## src/sv/fbsa_pkg.sv

```systemverilog
package fbsa_pkg;

  localparam int WORD_W              = 32;
  localparam int MODE_W              = 2;
  localparam int KIND_W              = 3;
  localparam int INDEX_W             = 6;
  localparam int DEFAULT_STACK_DEPTH = 32;

  localparam logic [MODE_W-1:0] MODE_ALLOC   = 2'd0;
  localparam logic [MODE_W-1:0] MODE_RECLAIM = 2'd1;
  localparam logic [MODE_W-1:0] MODE_FILL    = 2'd2;

  localparam logic [KIND_W-1:0] KIND_GRANTED  = 3'd0;
  localparam logic [KIND_W-1:0] KIND_REFUSED  = 3'd1;
  localparam logic [KIND_W-1:0] KIND_ACCEPTED = 3'd2;
  localparam logic [KIND_W-1:0] KIND_SPILL    = 3'd3;
  localparam logic [KIND_W-1:0] KIND_FILL_REQ = 3'd4;

endpackage

```

## src/sv/fbsa_stack_mem.sv

```systemverilog
module fbsa_stack_mem #(
  parameter int DEPTH  = fbsa_pkg::DEFAULT_STACK_DEPTH,
  parameter int ADDR_W = $clog2(DEPTH)
) (
  input  logic                        clk,
  input  logic                        we,
  input  logic [ADDR_W-1:0]           waddr,
  input  logic [fbsa_pkg::WORD_W-1:0] wdata,
  input  logic [ADDR_W-1:0]           raddr,
  output logic [fbsa_pkg::WORD_W-1:0] rdata
);
  import fbsa_pkg::*;

  logic [WORD_W-1:0] mem [DEPTH];

  always_ff @(posedge clk) begin
    if (we) begin
      mem[waddr] <= wdata;
    end
  end

  always_ff @(posedge clk) begin
    rdata <= mem[raddr];
  end

endmodule

```

## src/sv/fbsa_ctrl.sv

```systemverilog
module fbsa_ctrl #(
  parameter int STACK_DEPTH = fbsa_pkg::DEFAULT_STACK_DEPTH,
  parameter int ADDR_W      = $clog2(STACK_DEPTH),
  parameter int COUNT_W     = $clog2(STACK_DEPTH + 1)
) (
  input  logic                         clk,
  input  logic                         rst,
  input  logic                         start,
  output logic                         busy,
  input  logic [fbsa_pkg::MODE_W-1:0]  mode,
  input  logic [fbsa_pkg::WORD_W-1:0]  block_id,
  input  logic [fbsa_pkg::WORD_W-1:0]  fill_word,
  input  logic [fbsa_pkg::WORD_W-1:0]  max_blocks,
  output logic                         mem_we,
  output logic [ADDR_W-1:0]            mem_waddr,
  output logic [fbsa_pkg::WORD_W-1:0]  mem_wdata,
  output logic [ADDR_W-1:0]            mem_raddr,
  input  logic [fbsa_pkg::WORD_W-1:0]  mem_rdata,
  output logic                         strobe,
  output logic [fbsa_pkg::KIND_W-1:0]  kind,
  output logic [fbsa_pkg::WORD_W-1:0]  result_block,
  output logic [fbsa_pkg::INDEX_W-1:0] word_index,
  output logic [fbsa_pkg::WORD_W-1:0]  word_value,
  output logic                         last
);
  import fbsa_pkg::*;

  localparam logic [2:0] ST_IDLE    = 3'd0;
  localparam logic [2:0] ST_ALLOC   = 3'd1;
  localparam logic [2:0] ST_FILLREQ = 3'd2;
  localparam logic [2:0] ST_SPILL   = 3'd3;
  localparam logic [2:0] ST_DONE    = 3'd4;

  localparam logic [COUNT_W-1:0] COUNT_FULL = COUNT_W'(STACK_DEPTH);
  localparam logic [COUNT_W-1:0] COUNT_ONE  = COUNT_W'(1);
  localparam logic [ADDR_W-1:0]  ADDR_LAST  = ADDR_W'(STACK_DEPTH - 1);
  localparam logic [ADDR_W-1:0]  ADDR_ONE   = ADDR_W'(1);

  logic [2:0]         state, state_next;
  logic [COUNT_W-1:0] entry_count, entry_count_next;
  logic [WORD_W-1:0]  chain_first, chain_first_next;
  logic               refilling, refilling_next;
  logic [ADDR_W-1:0]  fill_position, fill_position_next;
  logic [ADDR_W-1:0]  spill_idx, spill_idx_next;
  logic [WORD_W-1:0]  held_id, held_id_next;

  logic               strobe_next;
  logic [KIND_W-1:0]  kind_next;
  logic [WORD_W-1:0]  result_block_next;
  logic [INDEX_W-1:0] word_index_next;
  logic [WORD_W-1:0]  word_value_next;
  logic               last_next;

  logic               accept;
  logic [COUNT_W-1:0] count_m1;

  assign busy     = (state != ST_IDLE);
  assign accept   = start && !busy;
  assign count_m1 = entry_count - COUNT_ONE;

  always_comb begin
    state_next         = state;
    entry_count_next   = entry_count;
    chain_first_next   = chain_first;
    refilling_next     = refilling;
    fill_position_next = fill_position;
    spill_idx_next     = spill_idx;
    held_id_next       = held_id;

    strobe_next        = 1'b0;
    kind_next          = KIND_REFUSED;
    result_block_next  = '0;
    word_index_next    = '0;
    word_value_next    = '0;
    last_next          = 1'b0;

    mem_we    = 1'b0;
    mem_waddr = '0;
    mem_wdata = block_id;
    mem_raddr = count_m1[ADDR_W-1:0];

    case (state)
      ST_IDLE: begin
        if (accept) begin
          held_id_next = block_id;
          case (mode)
            MODE_FILL: begin
              if (refilling) begin
                mem_we    = 1'b1;
                mem_waddr = fill_position;
                mem_wdata = fill_word;
                if (fill_position == ADDR_LAST) begin
                  entry_count_next   = COUNT_FULL;
                  refilling_next     = 1'b0;
                  fill_position_next = '0;
                end else begin
                  fill_position_next = fill_position + ADDR_ONE;
                end
              end
            end
            MODE_ALLOC: begin
              if (refilling || entry_count == '0) begin
                strobe_next = 1'b1;
                last_next   = 1'b1;
              end else begin
                state_next = ST_ALLOC;
              end
            end
            MODE_RECLAIM: begin
              if (refilling || block_id >= max_blocks) begin
                strobe_next = 1'b1;
                last_next   = 1'b1;
              end else begin
                if (entry_count == '0) begin
                  chain_first_next = block_id;
                end
                if (entry_count == COUNT_FULL) begin
                  mem_raddr      = '0;
                  spill_idx_next = '0;
                  state_next     = ST_SPILL;
                end else begin
                  mem_we            = 1'b1;
                  mem_waddr         = entry_count[ADDR_W-1:0];
                  entry_count_next  = entry_count + COUNT_ONE;
                  strobe_next       = 1'b1;
                  kind_next         = KIND_ACCEPTED;
                  result_block_next = block_id;
                  last_next         = 1'b1;
                end
              end
            end
            default: ;
          endcase
        end
      end
      ST_ALLOC: begin
        strobe_next       = 1'b1;
        kind_next         = KIND_GRANTED;
        result_block_next = mem_rdata;
        if (entry_count == COUNT_ONE && mem_rdata != chain_first) begin
          entry_count_next   = '0;
          refilling_next     = 1'b1;
          fill_position_next = '0;
          held_id_next       = mem_rdata;
          state_next         = ST_FILLREQ;
        end else begin
          entry_count_next = count_m1;
          last_next        = 1'b1;
          state_next       = ST_IDLE;
        end
      end
      ST_FILLREQ: begin
        strobe_next       = 1'b1;
        kind_next         = KIND_FILL_REQ;
        result_block_next = held_id;
        last_next         = 1'b1;
        state_next        = ST_IDLE;
      end
      ST_SPILL: begin
        strobe_next       = 1'b1;
        kind_next         = KIND_SPILL;
        result_block_next = held_id;
        word_index_next   = INDEX_W'(spill_idx);
        word_value_next   = mem_rdata;
        if (spill_idx == ADDR_LAST) begin
          mem_raddr  = '0;
          state_next = ST_DONE;
        end else begin
          mem_raddr      = spill_idx + ADDR_ONE;
          spill_idx_next = spill_idx + ADDR_ONE;
        end
      end
      ST_DONE: begin
        mem_we            = 1'b1;
        mem_waddr         = '0;
        mem_wdata         = held_id;
        entry_count_next  = COUNT_ONE;
        strobe_next       = 1'b1;
        kind_next         = KIND_ACCEPTED;
        result_block_next = held_id;
        last_next         = 1'b1;
        state_next        = ST_IDLE;
      end
      default: begin
        state_next = ST_IDLE;
      end
    endcase
  end

  always_ff @(posedge clk) begin
    if (rst) begin
      state         <= ST_IDLE;
      entry_count   <= '0;
      chain_first   <= '0;
      refilling     <= 1'b0;
      fill_position <= '0;
      spill_idx     <= '0;
      strobe        <= 1'b0;
    end else begin
      state         <= state_next;
      entry_count   <= entry_count_next;
      chain_first   <= chain_first_next;
      refilling     <= refilling_next;
      fill_position <= fill_position_next;
      spill_idx     <= spill_idx_next;
      strobe        <= strobe_next;
    end
  end

  always_ff @(posedge clk) begin
    held_id      <= held_id_next;
    kind         <= kind_next;
    result_block <= result_block_next;
    word_index   <= word_index_next;
    word_value   <= word_value_next;
    last         <= last_next;
  end

  a_last_frees: assert property (@(posedge clk) disable iff (rst)
    strobe && last |-> !busy)
    else $error("final word issued while still busy");

  a_count_range: assert property (@(posedge clk) disable iff (rst)
    entry_count <= COUNT_FULL)
    else $error("entry count beyond stack depth");

  a_refill_empty: assert property (@(posedge clk) disable iff (rst)
    refilling |-> entry_count == '0)
    else $error("stack not empty during refill");

  a_spill_not_last: assert property (@(posedge clk) disable iff (rst)
    strobe && kind == KIND_SPILL |-> !last)
    else $error("spill word marked last");

  a_spill_streams: assert property (@(posedge clk) disable iff (rst)
    state == ST_SPILL |=> strobe)
    else $error("spill cycle without a word");

endmodule

```

## src/sv/free_block_stack_allocator.sv

```systemverilog
// Free block allocator: a stack of free block numbers in a one-port-read,
// one-port-write memory with a registered read port. start is taken when busy
// is low. Reclaim that fits the stack, refused commands, fill words and ignored
// modes finish without leaving idle; allocate waits in a state for the memory
// read, and passes through a fill request state when it also issues a fill
// request; reclaim on a full stack streams one spill word per cycle from the
// memory read port, then pushes the new block. Results are registered, one word
// per cycle with strobe high for exactly that cycle; the receiver cannot stall,
// so it must take every strobed word. last marks the final word of each command that issues words.
module free_block_stack_allocator #(
  parameter int STACK_DEPTH = fbsa_pkg::DEFAULT_STACK_DEPTH
) (
  input  logic                         clk,
  input  logic                         rst,
  input  logic                         start,
  output logic                         busy,
  input  logic [fbsa_pkg::MODE_W-1:0]  mode,
  input  logic [fbsa_pkg::WORD_W-1:0]  block_id,
  input  logic [fbsa_pkg::WORD_W-1:0]  fill_word,
  output logic                         strobe,
  output logic [fbsa_pkg::KIND_W-1:0]  kind,
  output logic [fbsa_pkg::WORD_W-1:0]  result_block,
  output logic [fbsa_pkg::INDEX_W-1:0] word_index,
  output logic [fbsa_pkg::WORD_W-1:0]  word_value,
  output logic                         last,
  input  logic                         cfg_valid,
  output logic                         cfg_ready,
  input  logic [fbsa_pkg::WORD_W-1:0]  cfg_data
);
  import fbsa_pkg::*;

  localparam int ADDR_W  = $clog2(STACK_DEPTH);
  localparam int COUNT_W = $clog2(STACK_DEPTH + 1);

  logic [WORD_W-1:0] max_blocks;
  logic              mem_we;
  logic [ADDR_W-1:0] mem_waddr;
  logic [WORD_W-1:0] mem_wdata;
  logic [ADDR_W-1:0] mem_raddr;
  logic [WORD_W-1:0] mem_rdata;

  assign cfg_ready = 1'b1;

  always_ff @(posedge clk) begin
    if (rst) begin
      max_blocks <= '0;
    end else if (cfg_valid && cfg_ready) begin
      max_blocks <= cfg_data;
    end
  end

  fbsa_stack_mem #(
    .DEPTH  (STACK_DEPTH),
    .ADDR_W (ADDR_W)
  ) u_mem (
    .clk   (clk),
    .we    (mem_we),
    .waddr (mem_waddr),
    .wdata (mem_wdata),
    .raddr (mem_raddr),
    .rdata (mem_rdata)
  );

  fbsa_ctrl #(
    .STACK_DEPTH (STACK_DEPTH),
    .ADDR_W      (ADDR_W),
    .COUNT_W     (COUNT_W)
  ) u_ctrl (
    .clk          (clk),
    .rst          (rst),
    .start        (start),
    .busy         (busy),
    .mode         (mode),
    .block_id     (block_id),
    .fill_word    (fill_word),
    .max_blocks   (max_blocks),
    .mem_we       (mem_we),
    .mem_waddr    (mem_waddr),
    .mem_wdata    (mem_wdata),
    .mem_raddr    (mem_raddr),
    .mem_rdata    (mem_rdata),
    .strobe       (strobe),
    .kind         (kind),
    .result_block (result_block),
    .word_index   (word_index),
    .word_value   (word_value),
    .last         (last)
  );

endmodule

```

## config.mk

```make
export PLATFORM = sky130hd
export DESIGN_NAME = free_block_stack_allocator
export DESIGN_NICKNAME = d
export VERILOG_FILES = /design/src/sv/fbsa_pkg.sv /design/src/sv/fbsa_stack_mem.sv /design/src/sv/fbsa_ctrl.sv /design/src/sv/free_block_stack_allocator.sv
export SDC_FILE = /design/constraint.sdc
export NUM_CORES = 2
export LEC_CHECK = 0
export BUFFER_PORTS_ARGS = -buffer_cell sky130_fd_sc_hd__buf_2
export CORE_MARGIN = 2
export CORE_UTILIZATION = 30
export CTS_BUF_LIST = sky130_fd_sc_hd__clkbuf_16
export CTS_CLUSTER_SIZE = 16
export DETAILED_ROUTE_END_ITERATION = 8
export PLACE_DENSITY = 0.51
export SYNTH_ARGS = -nofsm -noshare
export SYNTH_HDL_FRONTEND = slang
export SYNTH_SLANG_ARGS = --single-unit
```

## constraint.sdc

```tcl
create_clock -name clk -period 9.4 [get_ports clk]
set_clock_uncertainty 0.2 [all_clocks]
set_input_delay 1.41 -clock clk [delete_from_list [all_inputs] [get_ports clk]]
set_output_delay 1.41 -clock clk [all_outputs]
set_load 0.01 [all_outputs]
```

### Yosys cells after proc, flatten, opt, wreduce, memory -nomap -nowiden

Memory sizes are Yosys's and may differ from the RTL's. A register that Yosys moved wholly into a read port is not among the register bits.
Cells that the tools add are included.

* register bits after elaboration: 191
* bits in writable memories: 1024
* input port bits: 102
* output and inout port bits: 77
* word-level logic and storage cells: 150
* memories kept: 1

* $add $sub $neg: 4
* order comparisons: 1
* eq/ne operators: 28
* muxes and demuxes: 78
* bitwise operators: 1
* reductions and logical operators: 22

Memories
* u_mem.mem: words 32, width 32, rd ports 1, clocked after memory_dff 1, wr ports 1, line fbsa_stack_mem.sv:14 `logic [WORD_W-1:0] mem [DEPTH];`

Operators with widths (number)
* $mux 32: 9
* $pmux 32 s2: 2
* $mux 5: 20
* $pmux 32 s3: 1
* $pmux 5 s2: 4
* $mux 6: 6
* $ge 32x32->1: 1
* $ne 32x32->1: 1
* $mux 3: 8
* $pmux 6 s3: 1
* $mux 1: 15
* $ne 3x3->1 const B: 5
* $pmux 3 s5: 1
* $pmux 6 s2: 1
* $reduce_and 6->1: 2
* $add 5x1->5 const B: 2
* $eq 5x5->1 const B: 2
* $ne 2x1->1 const B: 5
* $pmux 1 s2: 5
* $reduce_and 5->1: 2
* $ne 3x2->1 const B: 3
* $pmux 3 s3: 1
* $ne 2x2->1 const B: 4
* $reduce_and 7->1: 1
* other kinds (26): 32

### Longest topological paths before layout

* depth in word-level cells: 8
* mapped depth: 14
* mapped depth without buffers: 11

### By module

Synthesis repeated with hierarchy kept, for this count alone.

* cell total of the unflattened synthesis: 3285
* area total of the unflattened synthesis: 49727.7 um^2

Modules (own cells, without submodules)
* fbsa_stack_mem: times used 1, cells an instance 2260, area each 40492.6 um^2, seq. area each 31390.1 um^2
* fbsa_ctrl: times used 1, cells an instance 920, area each 8060.2 um^2, seq. area each 3483.3 um^2
* free_block_stack_allocator: times used 1, cells an instance 105, area each 1174.9 um^2, seq. area each 640.6 um^2

### Least setup slack after synthesis

OpenSTA, ideal clock, no wires.

* kind: input to register
* start: input port block_id[0] (netlist name)
* end: memory u_mem.mem[1][0] (enable)
* arrival time: 5.153 ns
* data required time: 8.779 ns
* slack: 3.626 ns
* cell stages on the path: 12
* buffers on the path: 1
* cells stage by stage: inv_1 > ha_1 > nand2b_1 > a2111o_1 > o2111ai_1 > a311oi_4 > nor3_2 > nand2_1 > o22ai_1 > or3b_2 > clkbuf_1 > nor2_1

* cells in the longest elaborated chain, start to end: 8
* elaborated cells between the ends (all ways): 12

RTL lines
* start: declaration: line free_block_stack_allocator.sv:18 `input logic [fbsa_pkg::WORD_W-1:0] block_id,`
* $ge 32x32->1 *: line fbsa_ctrl.sv:110 `if (refilling || block_id >= max_blocks) begin`
* $logic_or 1x1->1 *: line fbsa_ctrl.sv:110
* $mux 1: line fbsa_ctrl.sv:110
* $pmux 1 s2: line fbsa_ctrl.sv:86 `case (mode)`
* $mux 1: line fbsa_ctrl.sv:84 `if (accept) begin`
* $pmux 1 s2: line fbsa_ctrl.sv:82 `case (state)`
* $mux 1: line fbsa_stack_mem.sv:17 `if (we) begin`
* $mux 1 (not written as such): line fbsa_stack_mem.sv:18 `mem[waddr] <= wdata;`
* end: declaration: line fbsa_stack_mem.sv:14

Every way passes the cells marked *; elsewhere a longest branch is shown, timed or not.

### Worst setup path in the final report

* start: input port block_id[14] (netlist name)
* end: memory u_mem.mem[21][13] (enable)

Same word-level chain as after synthesis.

==> out/metrics.yaml <==
syn_nets: 3949
cp-end-kind: "flip-flop"
placement.io_buffers: 176
synth.distinct_cells: 67
critPathLaunchType: "primary input"
slew_headroom_pct: 10.8
synth_warnings: 0
r2r.worst_path.cells: 12
final_max_slew_viol_count: 0
syn_to_final_growth_pct: 16.0
syn_area_um2: 49600
reg2reg_setup_slack_ps: 4040
synth_ff_type: "edfxtp_1"
ctsHtreeMaxLevel: 4
layout-drive-gt1-share_pct: 13.4
path_class: "primary input to flip-flop"
drv_cap: 0
drc_errors: 0
arrival_ps: 6010
grt_max_degree: 177
drt_first_pass_iters: 9
via_count: 32000
antenna_found_initial: 1
numClockSinks: 1246
cts_resized: 0
whs_path_depth: 2
die_area_um2: 168000
tightest_slew_ps: 1340
clockBufferDepth: 3
synth_top_area_share_pct: 64.0
crit_required_ps: 9620
synth-edff-count: 1056
switching_share_pct: 39.8
synthTopCellsByArea: "edfxtp_1 64%, dfxtp_1 7.7%, nand2_1 7.3%"
io_pins: 179
die_x_um: 410
pwr-share-clk_pct: 26.7
syn_avg_cell_area_um2: 13.0
start_util_pct: 30.1
grt.total_usage_pct: 18.1
routed_wl_mm: 156
insertion_delay_ps: 770
hold_class: "flip-flop to flip-flop"
overflow: 0
hold_end: "u_ctrl.chain_first[11]"
hpwlAfterDp_mm: 85.0
p_int_mw: 11.6
fin_crit_sh_pct: 61.6
drt_iter0_markers: 3663
rsz0062_at_grt: "false"
cts.clk_slew.worst_paths_ps: 60
ys_ff_latch: 1246
vias_per_cell: 5.11
p_leak_nw: 20.5
path_max_fanout: 18
fin_util_pct: 35.0
p_per_area_nw_per_um2: 336
holdBufCountCts: 0
ant_nets: 0
gp_congestion: 0.843
ir_drop_mv: 0.403
setup_viol: 0
hold_viol: 0
p_seq_share_pct: 35.4
p_switching_mw: 7.69
period_minus_slack_ps: 5790
wl_per_cell_um: 24.9
first_global_vias: 30500
syn_inst: 3804
async_flop_share_pct: 0
cts_buffers: 135
grt_pass1_wl_mm: 223
core-area_um2: 164000
r2r-end: "u_mem.mem[21][13]"
fmaxAchievable_mhz: 173
yosysSeqAreaShare_pct: 71.7
tns_ps: 0
r2r-start: "max_blocks[13]"
final_nets: 4105
rows: 149
die_h_um: 410
cts-root-buf: "clkbuf_16"
cts_post_setup_buffers_inserted: 0
n_fill_cell: 16000
cts_tree: "built"
combPwrFrac_pct: 37.9
synth_area_leader_cell: "edfxtp_1"
status: "completed"
hp-start: "u_ctrl.chain_first[11]"
[worst max-delay path: stages]
cell	delay (ps)
buf_2	150
ha_1	310
nand4_1	130
nor3_1	470
o2111ai_1	350
a311oi_4	690
nor3_2	170
nand2_1	210
o21ai_1	90
or3b_2	690
nor2_4	860
buf_4	450
[sequential cells by signal, indices dropped and copies added (netlist names), 6 cells and up]
name	count
u_mem.rdata	32
u_ctrl.word_value	32
u_ctrl.chain_first	32
u_ctrl.held_id	32
max_blocks	32
u_mem.mem	1024
u_ctrl.result_block	32
u_ctrl.entry_count	6
[synthesized netlist by cell type, drive strengths merged (6+ instances only)]
library cell	count
dfxtp	190
nand2	970
edfxtp	1056
a31oi	134
o22ai	19
a21oi	65
nand4	7
ha	43
inv	91
nand3	268
nand2b	7
xor2	36
nor3	16
nor4	41
nor2	109
buf	112
mux2i	162
nor2b	20
and2	42
clkbuf	128
a32oi	129
and3	6
a211oi	22
a222oi	48
o21ai	23
[layout make-up]
type                       count  area, µm²  area share (%)
multi-input combinational   2227      13000            22.6
inverter                      91        342           0.594
tap                         2189       2740            4.76
clock buffer                 138       3450            6.01
clock inverter               109        806            1.40
sequential                  1246      35500            61.8
antenna                        1       2.50         0.00435
timing repair buffer         259       1620            2.81
[cell usage in the layout, fill, tap and decap left out, types with 41 or more instances in the layout]
cell type and count:
a21oi_1 64, a222oi_1 48, a31oi_1 134, a32oi_1 129, and2_1 41, buf_2 176
buf_4 74, clkbuf_16 138, dfxtp_1 190, edfxtp_1 1056, ha_1 43, inv_1 122
mux2i_1 162, nand2_1 969, nand3_1 268, nor2_1 62
[worst max path at each step]
stage,start,end,slack [ps],cells past startpoint
floorplan,block_id[0],u_mem.mem[1][0],3630,12
global placement,block_id[14],u_mem.rdata[12],2870,12
detailed placement,block_id[14],u_mem.mem[30][8],2780,12
CTS,block_id[14],u_mem.mem[30][3],3590,12
global route,block_id[15],u_mem.mem[21][13],3470,12
finish,block_id[14],u_mem.mem[21][13],3610,12
[kinds of logic (layout without fill, tap and decap cells)]
family | count (synthesis) | after routing | share of synthesized area, %
simple gates | 1499 | 1499 | 13.2
flops | 1246 | 1246 | 71.7
buf+inv | 331 | 597 | 2.87
compound gates | 479 | 479 | 7.12
other cells | 2 | 3 | 0.0152
mux | 163 | 163 | 3.29
xor+xnor | 41 | 41 | 0.725
fa+ha+maj | 43 | 43 | 1.09
[stage by stage]
stage | power [mW] | area, µm² | instances | hold WS, ps | setup slack [ps]
after global routing | 20.2 | 57500 | 6259 | 287 | 3470
after CTS | 19.4 | 57500 | 6259 | 268 | 3590
final | 19.3 | 57500 | 6260 | 270 | 3610
after floorplan | 11.7 | 49600 | 3804 | 229 | 3630
after global placement | 14.3 | 53200 | 6012 | 253 | 2870
after detailed placement | 14.3 | 53200 | 6012 | 260 | 2780
[metal layers]
layer  share of wire [%]  track usage (%)
met1                  44             25.1
met2                  47             29.1
met3                 6.0             2.80
met4                 2.5             5.34
met5                   0                0
[power by group through the flow]
| stage | logic (mW) | registers (mW) | clock network, mW |
|---|---|---|---|
| final | 7.33 | 6.84 | 5.17 |
| after global routing | 7.92 | 6.85 | 5.47 |
| after CTS | 7.35 | 6.82 | 5.26 |
| after detailed placement | 7.33 | 6.94 | 0 |
| after global placement | 7.32 | 6.94 | 0 |
| after floorplan | 4.91 | 6.75 | 0 |
Power figures use the tool's default switching activity.
